`src/design/arp_pkg.sv`:
```
// shared types, codes and helpers of the note arpeggiator
`timescale 1ns / 1ps

package arp_pkg;

   // pitch range and pattern building constants
   localparam int NUM_PITCH  = 128;
   localparam int PITCH_W    = 7;
   localparam int VEL_W      = 16;
   localparam int ORDER_W    = 16;
   localparam int TIMER_W    = 20;
   localparam int RNG_W      = 32;
   localparam int ENTRY_W    = PITCH_W + VEL_W;
   localparam int KEY_W      = ORDER_W + PITCH_W;
   localparam int OCT_STEP   = 12;
   localparam int MAX_PITCH  = 127;

   // input commands
   localparam logic [1:0] CMD_NOTE_ON  = 2'd0;
   localparam logic [1:0] CMD_NOTE_OFF = 2'd1;
   localparam logic [1:0] CMD_TICK     = 2'd2;

   // pattern orders
   localparam logic [2:0] DIR_UP        = 3'd0;
   localparam logic [2:0] DIR_DOWN      = 3'd1;
   localparam logic [2:0] DIR_UP_DOWN   = 3'd2;
   localparam logic [2:0] DIR_DOWN_UP   = 3'd3;
   localparam logic [2:0] DIR_AS_PLAYED = 3'd4;
   localparam logic [2:0] DIR_RANDOM    = 3'd5;

   // register indexes
   localparam logic [2:0] CSR_DIRECTION   = 3'd0;
   localparam logic [2:0] CSR_OCTAVE_SPAN = 3'd1;
   localparam logic [2:0] CSR_STEP_PERIOD = 3'd2;
   localparam logic [2:0] CSR_GATE_LENGTH = 3'd3;
   localparam logic [2:0] CSR_RNG_SEED    = 3'd4;

   // register reset values
   localparam logic [2:0]         RST_DIRECTION   = DIR_UP;
   localparam logic [2:0]         RST_OCTAVE_SPAN = 3'd1;
   localparam logic [TIMER_W-1:0] RST_STEP_PERIOD = 20'd6000;
   localparam logic [TIMER_W-1:0] RST_GATE_LENGTH = 20'd3000;
   localparam logic [RNG_W-1:0]   RST_RNG_SEED    = 32'd1;

   // result kinds
   localparam logic EVT_NOTE_OFF = 1'b0;
   localparam logic EVT_NOTE_ON  = 1'b1;

   // sequencer states
   typedef enum logic [4:0] {
      ST_IDLE,
      ST_SCAN,
      ST_SCAN_WR,
      ST_SORT_PASS,
      ST_SORT_VEL,
      ST_SORT_WR,
      ST_PAT_RD,
      ST_PAT_WR,
      ST_MIR_RD,
      ST_MIR_WR,
      ST_FINISH,
      ST_TICK,
      ST_TK_REM,
      ST_TK_RD,
      ST_TK_DATA,
      ST_EMIT_OFF,
      ST_EMIT_ON
   } arp_state_type;

   // request to the remainder unit
   typedef struct packed {
      logic             start;
      logic [RNG_W-1:0] dividend;
   } arp_rem_req_type;

   // one xorshift32 step
   function automatic logic [RNG_W-1:0] xorshift32(input logic [RNG_W-1:0] r);
      logic [RNG_W-1:0] v;
      v = r ^ (r << 13);
      v = v ^ (v >> 17);
      v = v ^ (v << 5);
      return v;
   endfunction

endpackage

```
`src/design/arp_rem_unit.sv`:
```
// bit-serial remainder unit: 32-bit dividend modulo pattern length
`timescale 1ns / 1ps

module arp_rem_unit
   import arp_pkg::*;
#(
   parameter int LEN_W = 7
) (
   input  logic            clock,
   input  logic            reset,
   input  arp_rem_req_type req,
   input  logic [LEN_W-1:0] divisor,
   output logic            done,
   output logic [LEN_W-1:0] remainder
);

   logic             busy_ff, busy_in;
   logic             done_ff, done_in;
   logic [4:0]       cnt_ff, cnt_in;
   logic [RNG_W-1:0] dvd_ff, dvd_in;
   logic [LEN_W-1:0] div_ff, div_in;
   logic [LEN_W-1:0] rem_ff, rem_in;
   logic [LEN_W:0]   shifted;

   // one restoring step per cycle
   always_comb begin
      busy_in = busy_ff;
      done_in = 1'b0;
      cnt_in  = cnt_ff;
      dvd_in  = dvd_ff;
      div_in  = div_ff;
      rem_in  = rem_ff;
      shifted = {rem_ff, dvd_ff[RNG_W-1]};
      if (req.start) begin
         busy_in = 1'b1;
         cnt_in  = '0;
         dvd_in  = req.dividend;
         div_in  = divisor;
         rem_in  = '0;
      end else if (busy_ff) begin
         if (shifted >= {1'b0, div_ff}) begin
            rem_in = LEN_W'(shifted - {1'b0, div_ff});
         end else begin
            rem_in = LEN_W'(shifted);
         end
         dvd_in = dvd_ff << 1;
         cnt_in = cnt_ff + 5'd1;
         if (cnt_ff == 5'd31) begin
            busy_in = 1'b0;
            done_in = 1'b1;
         end
      end
   end

   always_ff @(posedge clock) begin
      if (reset) begin
         busy_ff <= 1'b0;
         done_ff <= 1'b0;
         cnt_ff  <= '0;
      end else begin
         busy_ff <= busy_in;
         done_ff <= done_in;
         cnt_ff  <= cnt_in;
      end
      dvd_ff <= dvd_in;
      div_ff <= div_in;
      rem_ff <= rem_in;
   end

   assign done      = done_ff;
   assign remainder = rem_ff;

endmodule

```
`config.mk`:
```
export PLATFORM = sky130hd
export DESIGN_NAME = arp_rem_unit
export DESIGN_NICKNAME = d
export VERILOG_FILES = /design/src/design/arp_pkg.sv /design/src/design/arp_rem_unit.sv
export SDC_FILE = /design/constraint.sdc
export NUM_CORES = 1
export LEC_CHECK = 0
export ABC_AREA = 1
export BUFFER_PORTS_ARGS = -buffer_cell sky130_fd_sc_hd__buf_2
export CAP_MARGIN = 40
export CORE_MARGIN = 2
export CORE_UTILIZATION = 48
export CTS_CLUSTER_DIAMETER = 40
export DETAILED_ROUTE_END_ITERATION = 10
export GPL_TIMING_DRIVEN = 0
export PLACE_DENSITY_LB_ADDON = 0.15
export SYNTH_ARGS = -nofsm -noshare
export SYNTH_HDL_FRONTEND = slang
export SYNTH_SLANG_ARGS = --single-unit
export TNS_END_PERCENT = 30
```
`constraint.sdc`:
```
create_clock -name clock -period 1.9 [get_ports clock]
set_clock_uncertainty 0.1 [all_clocks]
set_input_delay 0 -clock clock [delete_from_list [all_inputs] [get_ports clock]]
set_output_delay 0 -clock clock [all_outputs]
set_load 0.02 [all_outputs]
```
---- Word-level counts from Yosys, hierarchy flattened ----
Cells that the tools add are included.
operators by class
  add/sub/neg operators ................... 2
  $mul .................................... 0
  div/mod/pow operators ................... 0
  order comparisons ....................... 1
  equality and inequality tests ........... 1
  shift-type cells ........................ 0
  mux-type cells .......................... 7
  bitwise operators ....................... 1
  reduce and logical (&&, ||, !) cells .... 3
operator list
  cell                                         count
  2-to-1 mux 32 bit                            2
  greater-or-equal comparator 8 x 7 -> 1 bit   1
  2-to-1 mux 7 bit                             1
  subtractor 7 bit                             1
  adder 5 x 1 -> 5 bit, second input constant  1
  equality test 5 bit, second input constant   1
  2-to-1 mux 1 bit                             4
  OR reduction 3 bit                           1
  nonzero test 2 bit                           1
  OR reduction 2 bit                           1
  inverter 1 bit                               1
word-level totals
  register bits ........................... 53
  bits in latches ......................... 0
  RAM bits ................................ 0
  ROM bits ................................ 0
  bits of input ports ..................... 42
  output and inout port bits .............. 8
  word-level logic and storage cells ...... 21
  memories ................................ 0

---- Longest topological paths before layout ----
Gate-level depths: netlist of run 1.
  depth in word-level cells ............... 4
  gate-level depth with buffers ........... 14
  mapped depth without buffers ............ 14

---- Least setup slack after synthesis of run 1 ----
Ideal clock, no wire load.
  path type ............................... register to register
  start point ............................. register dvd_ff[31]
  end point ............................... register rem_ff[0], in the netlist remainder[0]
  setup time .............................. 0.153 ns
  data arrival time ....................... 1.549 ns
  required time ........................... 1.647 ns
  setup slack ............................. 0.098 ns
  cell stages (with the launch flop) ...... 13
  path buffers ............................ 0
  period minus slack after synthesis ...... 1.802 ns
  cell sequence ........................... edfxtp_1 > inv_1 > ha_1 > inv_2 > fa_1 > nand2_1 > nand2_1 > nand2_2 > nand2_2 > nand2_4 > nand3_1 > nand3_1 > o21ai_1
on the way
  cells in the longest elaborated chain, start to end .. 2
  elaborated cells between the ends (all ways) .. 3
  those cells by class .................... add/sub (1); order compare (1); mux (1)
ends and longest elaborated chain
  item                                                                                   RTL line                                source
  start, declared                                                                        arp_rem_unit.sv:20                      logic [RNG_W-1:0] dvd_ff, dvd_in;
  start signal, assigned                                                                 arp_rem_unit.sv:65                      dvd_ff <= dvd_in;
  subtractor 7 bit / greater-or-equal comparator 8 x 7 -> 1 bit (equally long branches)  arp_rem_unit.sv:42, arp_rem_unit.sv:41
  2-to-1 mux 7 bit (*)                                                                   arp_rem_unit.sv:41                      if (shifted >= {1'b0, div_ff}) begin
  end signal, assigned                                                                   arp_rem_unit.sv:67                      rem_ff <= rem_in;
  end, declared                                                                          arp_rem_unit.sv:22                      logic [LEN_W-1:0] rem_ff, rem_in;
Every way passes the cells marked *; elsewhere a longest branch is shown, timed or not.
A chain may end at the register's enable or synchronous reset.

---- Worst setup path in the final report of run 1 ----
  start point ............................. register dvd_ff[31]
  end point ............................... register rem_ff[3], in the netlist remainder[3]
Same word-level chain as after synthesis.

==> out/results.txt, run 1 <==
relative slew slack = 65.85%
Pre-Repair DR Iteration Count = 4
Period Utilization, post-route = 97.08%
top sig layer = met4
commonest non-fill, non-tap cell in the layout = nand2_1
fin crit period = 1.845 ns
PwrDens = 725.8 nW/um2
type of origin of the critical path = register
drt total wl = 5549 um
Ant. Diodes = 0
Final GP Congestion = 0.7819
Layout area overhead = 37.88%
port bufs = 49
clock slew at reported path FFs = 0.09 ns
Post-Place Setup Slack = -0.05782 ns
syn_nets = 340
Rows = 26
kind of critical path = register to register
layout cells sized above 1 = 22.14%
Design Power = 2.562 mW
post-detail-place hpwl = 3270 um
Max-cap violations = 0
vias in the first global route = 2096
worst min-delay path category = input pin to register
Boundary Pins = 50
die area = 5934 um2
most frequent cells in the layout = nand2_1 (127), buf_2 (49), dlygate4sd3_1 (41)
Critical Path RT = 2.04 ns
detailed-routed wire length on met3 = 283 um
outcome = complete, no violations
total CTS buffers = 5
Via Count = 2195
Synth warnings = 0
GRT Overall Usage = 19.98%
RSZ-0062 raised after global routing = yes
Core Region = 5140 um2
first-pass GRT wire length = 9453 um
routed length on met1 = 2480 um
Seq/Total Area, Yosys = 56.70%
nets = 444
worst skew pair latency = 0.30 ns
starting DRC count in detailed routing = 116
clk buf depth = 2
initial antenna violation count = 0
Least-Margin Pin Slew = 0.5104 ns
syn_area_per_cell = 8.889 um2
Antenna Violating Nets Remaining = 0
Final setup viols = 0
H-tree depth = 2
WL per Instance = 11.98 um
largest family of logic cells by synthesized area = simple AND/OR/NAND/NOR gates
Synth Area in Simple Gates = 28.25%
peak supply drop = 0.4818 mV
post-synthesis compound-gate area fraction = 3.030%
library cells used by synthesis = 30
XOR/XNOR share of the synthesized area = 0.6843%
met2 wire len = 2705 um
Lkg Pwr = 1.709 nW
largest net degree at the start of global routing = 21
Congestion Overflow GR = 0
CTS tree = built
Initial Util = 49.81%
DP Cell Count = 408
Yosys reg bits = 53
Post-Syn Area = 2560 um2
Finished Layout Cells = 463
Post-Synth Adder-Cell Area = 5.181%
Max Clock Freq = 542.1 MHz
Final Core Density = 68.67%
CP endpoint kind = register
Fin Hold WS = 0.07442 ns
Via density = 4.741
Clock Sinks = 53
Final Hold Vio Count = 0
Clk Tree Root Cell = clkbuf_8
Die X = 77.03 um
drt drc = 0
max-slew violations = 0
worst setup margin = 0.05546 ns
Die H = 77.03 um
crit path max fanout = 6
mux contribution to synthesized area = 0%
Crit path arrival time = 1.98 ns
Cells after Synth = 288
worst max-delay path, stage by stage (launching register included):
cell and delay [ns]:
edfxtp_1 0.39, inv_2 0.09, ha_4 0.13, inv_4 0.03, fa_2 0.34, nand2_2 0.09
nand2_4 0.06, nand2_4 0.07, nand2_4 0.06, nand2_4 0.11, nand2_4 0.08, nand2_2 0.09
nand3_2 0.05, o21ai_1 0.07
cell usage after synthesis (all sizes together):
cell type | n | share of area, %
a211oi | 2 | 0.59
a21oi | 5 | 1.4
a31oi | 1 | 0.24
and3 | 1 | 0.24
buf | 1 | 0.29
clkbuf | 6 | 0.88
clkinv | 1 | 0.15
dfxtp | 14 | 11
edfxtp | 39 | 46
fa | 1 | 0.78
ha | 9 | 4.4
inv | 33 | 4.8
nand2 | 135 | 21
nand3 | 16 | 3.1
nand3b | 2 | 0.59
nand4 | 2 | 0.49
nor2 | 5 | 1.0
nor3 | 6 | 1.4
nor4 | 1 | 0.24
o21ai | 4 | 0.78
or2 | 2 | 0.59
xnor2 | 1 | 0.34
xor2 | 1 | 0.34
layout make-up:
cell class                      count  area, um2
Buffer                              7      30.03
Clock buffer                        7      86.33
Clock inverter                      1      7.507
Fill cell                         430       1610
Inverter                           34      133.9
Multi-Input combinational cell    195       1012
Sequential cell                    53       1451
Tap cell                           70      87.58
Timing Repair Buffer               96      720.7
worst paths after layout:
path | from | slack [ns] | end | depth (start not counted)
max | dvd_ff[31]$_DFFE_PP_ | 0.06 | remainder[3]$_SDFFE_PP0P_ | 13
min | req[32] | 0.07 | dvd_ff[30]$_DFFE_PP_ | 4
max reg2reg | dvd_ff[31]$_DFFE_PP_ | 0.06 | remainder[3]$_SDFFE_PP0P_ | 13
min reg2reg | cnt_ff[4]$_SDFFE_PP0P_ | 0.38 | cnt_ff[4]$_SDFFE_PP0P_ | 2
state kept, by name (all words and copies together) (netlist names):
signal,cells
cnt_ff,5
remainder,7
busy_ff,1
dvd_ff,32
done,1
div_ff,7
cells by family after synthesis:
family	after synthesis
XOR/XNOR	2
flip-flops	53
buffers and inverters	41
AND/OR/NAND/NOR	170
AO/OA/AOI/OAI	12
adder cells (fa/ha/maj)	10
stage by stage:
| step | setup TNS (ns) | instance area [um2] |
|---|---|---|
| finish | 0 | 3530 |
| global route | -0.4041 | 3530 |
| CTS | 0 | 3471 |
| detailed placement | -0.2354 | 2920 |
| global placement | -7.499 | 2893 |
| floorplan | 0 | 2560 |
routing by layer:
metal | GRT usage (%) | vias up
li1 | - | 1135
met1 | 26.60 | 995
met2 | 31.84 | 59
met3 | 4.471 | 6
met4 | 8.036 | 0
met5 | 0 | -
power breakdown:
group | switching [mW] | total (mW) | internal (mW)
logic | 0.275 | 0.514 | 0.239
registers | 0.0412 | 1.40 | 1.36
clock network | 0.354 | 0.651 | 0.297
timing repair:
action / 4_1_cts / 5_1_grt
setup endpoints to repair: 7 / 27
cloned: 1 / 0
gates resized for setup: 8 / 8
pin swaps: 5 / 4
setup buffers: 1 / 4
hold buffers: 41 / 0
hold endpoints to repair: 51 / 0
Note: power is estimated with default switching activity, not from simulation.
==> inputs of run 2 (changes only) <==
--- a/config.mk
+++ b/config.mk
@@ -8,9 +8,8 @@
 export ABC_AREA = 1
 export BUFFER_PORTS_ARGS = -buffer_cell sky130_fd_sc_hd__buf_2
 export CAP_MARGIN = 40
-export CORE_MARGIN = 2
+export CORE_MARGIN = 10
 export CORE_UTILIZATION = 48
-export CTS_CLUSTER_DIAMETER = 40
 export DETAILED_ROUTE_END_ITERATION = 10
 export GPL_TIMING_DRIVEN = 0
 export PLACE_DENSITY_LB_ADDON = 0.15
==> constraint.sdc (replaced) <==
create_clock -name clock -period 2.3 [get_ports clock]
set_clock_uncertainty 0.1 [all_clocks]
set_input_delay 0 -clock clock [delete_from_list [all_inputs] [get_ports clock]]
set_output_delay 0 -clock clock [all_outputs]
set_load 0.02 [all_outputs]
==> run 2 against run 1 <==
Effect of this change:
- combinational power down 26%
- flip-flop and latch count unchanged
- hold slack better by 0.23 ns
- clock power down 22%
- critical path type is now input pin to register
- highest routed layer unchanged
- core utilization down 2.2 points
- setup slack better by 0.24 ns
- largest power group unchanged
==> out/results.txt, run 2 (synthesized netlist as in run 1, its figures left out) <==
Final GP Congestion = 0.8128 (+4.0%)
H-tree depth = 2 (unchanged)
max-slew violations = 0 (unchanged)
Critical Path RT = 2.26 ns (+0.22 ns)
Max Clock Freq = 499.6 MHz
CP endpoint kind = register
Crit path arrival time = 1.96 ns (-0.02 ns)
Boundary Pins = 50 (unchanged)
first-pass GRT wire length = 9370 um (-0.88%)
Layout area overhead = 33.48%
Final setup viols = 0 (unchanged)
Period Utilization, post-route = 87.02%
Rows = 26 (unchanged)
Via Count = 2102 (-4.2%)
CTS tree = built
worst setup margin = 0.2984 ns (+0.2430 ns)
Post-Place Setup Slack = 0.3370 ns (+0.3948 ns)
Net Sw Frac = 25.89% (-0.29 points)
Least-Margin Pin Slew = 0.6443 ns (+0.1339 ns)
max reg flops = 32 (unchanged)
Finished Layout Cells = 458 (-1.1%)
Final Core Density = 66.48% (-2.2 points)
DP Cell Count = 408 (unchanged)
post-detail-place hpwl = 3689 um (+13%)
initial antenna violation count = 0 (unchanged)
PwrDens = 596.8 nW/um2 (-18%)
worst-case reg-to-reg path depth = 14 (+1)
Initial Util = 49.81% (unchanged)
port bufs = 49 (unchanged)
drt total wl = 5490 um (-1.1%)
nets = 438 (-1.4%)
WL per Instance = 11.99 um (about the same)
fillers = 445 (+3.5%)
most frequent cells in the layout = nand2_1 (131), buf_2 (49), dlygate4sd3_1 (41)
Logic pwr share = 18.5% (-1.6 points)
vias in the first global route = 2087 (-0.43%)
CP cell instances = dlygate4sd3_1, buf_2, buf_4, nor2_1, inv_1, buf_16
slowest cell on the critical path = dlygate4sd3_1
DP Area = 2920 um2 (unchanged)
Die H = 93.03 um (+21%)
Congestion Overflow GR = 0 (unchanged)
GRT Overall Usage = 13.01% (-7.0 points)
commonest non-fill, non-tap cell in the layout = nand2_1
clk buf depth = 2 (unchanged)
fin crit period = 2.002 ns
Largest Register = dvd_ff
Core Region = 5140 um2 (unchanged)
crit path max fanout = 21 (+15)
CTS Hold Buffers Added = 41 (unchanged)
Clk Tree Root Cell = clkbuf_8
setup TNS = 0 ns (unchanged)
Pre-Repair DR Iteration Count = 4 (unchanged)
Reg-to-Reg Start = dvd_ff[31]$_DFFE_PP_
Clock Sinks = 53 (unchanged)
P_int = 1.511 mW (-20%)
die area = 8655 um2 (+46%)
drt drc = 0 (unchanged)
net switching power = 527.9 uW (-21%)
Resize count post-CTS = 0 (-8)
Max-cap violations = 0 (unchanged)
worst min-delay path category = input pin to register
outcome = complete, no violations
post-route cell area = 3417 um2 (-3.2%)
layout cells sized above 1 = 17.83% (-4.3 points)
kind of critical path = input pin to register
power share of the clock group = 25.0% (-0.4 points)
largest net degree at the start of global routing = 22 (+4.8%)
hold depth = 2 (-2)
Lkg Pwr = 1.660 nW (-2.9%)
post-CTS setup buffers = 0 (-1)
Antenna Violating Nets Remaining = 0 (unchanged)
total CTS buffers = 5 (unchanged)
Via density = 4.590 (-3.2%)
Final Hold Vio Count = 0 (unchanged)
RSZ-0062 raised after global routing = no
Reg power frac = 56.5% (+2.0 points)
type of origin of the critical path = input pin
worst skew pair latency = 0.30 ns (about the same)
clock slew at reported path FFs = 0.09 ns (about the same)
peak supply drop = 0.3954 mV (-18%)
slowest stage delay, CP = 0.53 ns (+0.14 ns)
starting DRC count in detailed routing = 130 (+12%)
worst hold start = divisor[4]
Critical path origin = req[32]
relative slew slack = 57.00% (-8.8 points)
Die X = 93.03 um (+21%)
[run 2: cell types whose count changed in the layout (fill, tap and decap cells not counted), sizes merged]
cell      delta
buf          -5
inv          +1
diode        +1
clkinvlp     -1
nand2        -1
[run 2: path summary, 6_finish.rpt]
path                          endpoint  slack (ns)
max               dvd_ff[28]$_DFFE_PP_        0.30
max reg2reg  remainder[6]$_SDFFE_PP0P_        0.32
min                div_ff[4]$_DFFE_PP_        0.30
min reg2reg     cnt_ff[4]$_SDFFE_PP0P_        0.37
[run 2: metal layers]
layer	share of wire (%)	up-vias	GRT usage, %
li1	-	1118	-
met1	46	937	15.65
met2	47	42	21.79
met3	5.8	5	4.476
met4	0.77	0	3.213
met5	0	-	0
[run 2: cell type report]
type                    count  area, um2  area share, %
flip-flops and latches     53       1451          42.48
multi-input cells         194      950.9          27.83
repair buffers             91      683.2          19.99
inverters                  34      127.6          3.735
well taps                  70      87.58          2.563
clock buffers               7      76.32          2.234
plain buffers               7      30.03         0.8788
clock inverters             1      7.507         0.2197
diodes                      1      2.502        0.07323
[run 2: per-stage QoR]
stage / power, mW / hold slack (ns)
after CTS: 2.061 / 0.2953
after floorplan: 1.391 / -0.02153
after global routing: 2.156 / 0.2997
after detailed placement: 1.498 / 0.07851
after global placement: 1.486 / 0.07784
final: 2.039 / 0.3019
[run 2: power groups by stage]
stage / Combinational, mW / Sequential [mW] / Clock (mW)
final: 0.378 / 1.15 / 0.510
after global routing: 0.430 / 1.16 / 0.565
after CTS: 0.379 / 1.15 / 0.530
after detailed placement: 0.325 / 1.17 / 0
after global placement: 0.314 / 1.17 / 0
after floorplan: 0.215 / 1.18 / 0
[run 2: critical path: cells and delay by family]
kind	cells	cell delay, ns
buffers and inverters	5	1.63
AND/OR/NAND/NOR	1	0.32
==> inputs of run 3 (changes only) <==
--- a/config.mk
+++ b/config.mk
@@ -11,7 +11,6 @@
 export CORE_MARGIN = 10
 export CORE_UTILIZATION = 48
 export DETAILED_ROUTE_END_ITERATION = 10
-export GPL_TIMING_DRIVEN = 0
 export PLACE_DENSITY_LB_ADDON = 0.15
 export SYNTH_ARGS = -nofsm -noshare
 export SYNTH_HDL_FRONTEND = slang
==> run 3 against run 2 <==
Effect of this change:
- maximum frequency up 4.7%
- non-clock buffer count down 7
- core utilization down 1.1 points
- first-iteration DRC count down 0.77%
- sequential power about the same
- register-to-register slack better by 0.07 ns
- via count up 0.71%
- cell area down 1.6%
- largest cell class unchanged
==> out/results.txt, run 3 (synthesized netlist as in run 1, its figures left out) <==
outcome = complete, no violations
Largest Register = dvd_ff
power share of the clock group = 25.2% (+0.2 points)
Die X = 93.03 um (unchanged)
Lkg Pwr = 1.641 nW (-1.2%)
fin crit period = 1.912 ns (-0.08962 ns)
post-detail-place hpwl = 3691 um (about the same)
Final setup viols = 0 (unchanged)
Period Utilization, post-route = 83.13% (-3.9 points)
Reg power frac = 56.6% (about the same)
port bufs = 49 (unchanged)
fillers = 438 (-1.6%)
Rows = 26 (unchanged)
Most Crowded Layer GR = met2
Pre-Repair DR Iteration Count = 4 (unchanged)
kind of critical path = register to register
GRT met1 Usage = 16.23% (+0.58 points)
type of origin of the critical path = register
max-slew violations = 0 (unchanged)
Congestion Overflow GR = 0 (unchanged)
Max-cap violations = 0 (unchanged)
Max Clock Freq = 523.0 MHz (+4.7%)
Clock Sinks = 53 (unchanged)
Critical Path RT = 2.41 ns (+0.15 ns)
layout cells sized above 1 = 18.16% (+0.33 points)
max reg flops = 32 (unchanged)
Ant. Diodes = 0 (-1)
net switching power = 531.8 uW (+0.74%)
nets = 431 (-1.6%)
Final GP Congestion = 0.8694 (+7.0%)
starting DRC count in detailed routing = 129 (-0.77%)
Clk Tree Root Cell = clkbuf_8
met3 usage = 4.636% (+0.16 points)
post-CTS setup buffers = 0 (unchanged)
worst-case reg-to-reg path depth = 14 (unchanged)
setup TNS = 0 ns (unchanged)
most frequent cells in the layout = nand2_1 (131), buf_2 (49), dlygate4sd3_1 (40)
WL per Instance = 12.48 um (+4.1%)
Logic pwr share = 18.2% (-0.3 points)
H-tree depth = 2 (unchanged)
worst min-delay path category = input pin to register
drt total wl = 5616 um (+2.3%)
Fin Hold WS = 0.04448 ns (-0.2575 ns)
Antenna Violating Nets Remaining = 0 (unchanged)
worst skew pair latency = 0.30 ns (about the same)
GRT Overall Usage = 13.61% (+0.60 points)
Least-Margin Pin Slew = 0.5129 ns (-0.1314 ns)
Net Sw Frac = 26.13% (+0.24 points)
Via density = 4.704 (+2.5%)
die area = 8655 um2 (unchanged)
Crit path arrival time = 2.02 ns (+0.06 ns)
total CTS buffers = 5 (unchanged)
Initial Util = 49.81% (unchanged)
PwrDens = 605.4 nW/um2 (+1.4%)
RSZ-0062 raised after global routing = no
Design Power = 2.035 mW (-0.20%)
Via Count = 2117 (+0.71%)
clock slew at reported path FFs = 0.09 ns (about the same)
Final Hold Vio Count = 0 (unchanged)
peak supply drop = 0.4046 mV (+2.3%)
drt drc = 0 (unchanged)
Layout area overhead = 31.33%
CTS tree = built
hold depth = 1 (-1)
initial antenna violation count = 0 (unchanged)
CP endpoint kind = register
met2 usage = 22.78% (+0.99 points)
Die H = 93.03 um (unchanged)
clk buf depth = 2 (unchanged)
vias in the first global route = 2168 (+3.9%)
relative slew slack = 65.76% (+8.8 points)
first-pass GRT wire length = 9653 um (+3.0%)
crit path max fanout = 9 (-57%)
Core Region = 5140 um2 (unchanged)
P_int = 1.503 mW (-0.53%)
largest net degree at the start of global routing = 34 (+55%)
commonest non-fill, non-tap cell in the layout = nand2_1
Boundary Pins = 50 (unchanged)
-- run 3: worst paths after layout --
path,startpoint,endpoint,slack (ns)
worst max-delay path,dvd_ff[31]$_DFFE_PP_,remainder[5]$_SDFFE_PP0P_,0.39
worst min-delay path,req[32],div_ff[6]$_DFFE_PP_,0.04
worst max register to register,dvd_ff[31]$_DFFE_PP_,remainder[5]$_SDFFE_PP0P_,0.39
worst min register to register,cnt_ff[4]$_SDFFE_PP0P_,cnt_ff[4]$_SDFFE_PP0P_,0.37
-- run 3: worst max-delay path, cell delays in order (launching register included) --
cell and delay (ns):
edfxtp_1 0.36, inv_1 0.08, ha_1 0.15, inv_2 0.05, fa_1 0.39, nand2_1 0.08
nand2_1 0.08, nand2_2 0.08, nand2_2 0.06, nand2_4 0.11, nand3_1 0.08, nand2_1 0.06
inv_1 0.04, nand2_1 0.05, nand2_1 0.04
-- run 3: layout make-up --
type	count	area, um2	area share [%]
Clock buffer	7	76.32	2.270
Clock inverter	1	7.507	0.2233
Inverter	34	127.6	3.796
Multi-Input combinational cell	194	950.9	28.28
Sequential cell	53	1451	43.17
Tap cell	70	87.58	2.605
Timing Repair Buffer	91	660.6	19.65
-- run 3: power groups by stage --
stage | clock network (mW) | registers (mW) | logic [mW]
global placement | 0 | 1.17 | 0.313
global route | 0.558 | 1.16 | 0.424
CTS | 0.525 | 1.15 | 0.370
floorplan | 0 | 1.18 | 0.215
detailed placement | 0 | 1.17 | 0.317
finish | 0.512 | 1.15 | 0.371
-- run 3: per-stage QoR --
stage,utilization (%),instances,instance area (um2),setup WS [ns]
final,65.41,450,3362,0.3881
after global routing,65.41,450,3362,0.1807
after CTS,65.41,450,3362,0.3824
after detailed placement,55.99,402,2878,0.3997
after global placement,55.99,402,2878,0.4295
after floorplan,-,288,2560,0.4980
-- run 3: layer usage --
metal  vias up  part of all wire [%]
met1       960                    45
li1       1104                     -
met4         0                   1.1
met5         -                     0
met2        47                    48
met3         6                   5.9
-- run 3: repair_timing --
item                      CTS  global route
gates resized for setup     0             0
hold endpoints to repair   42             0
hold buffers               40             0
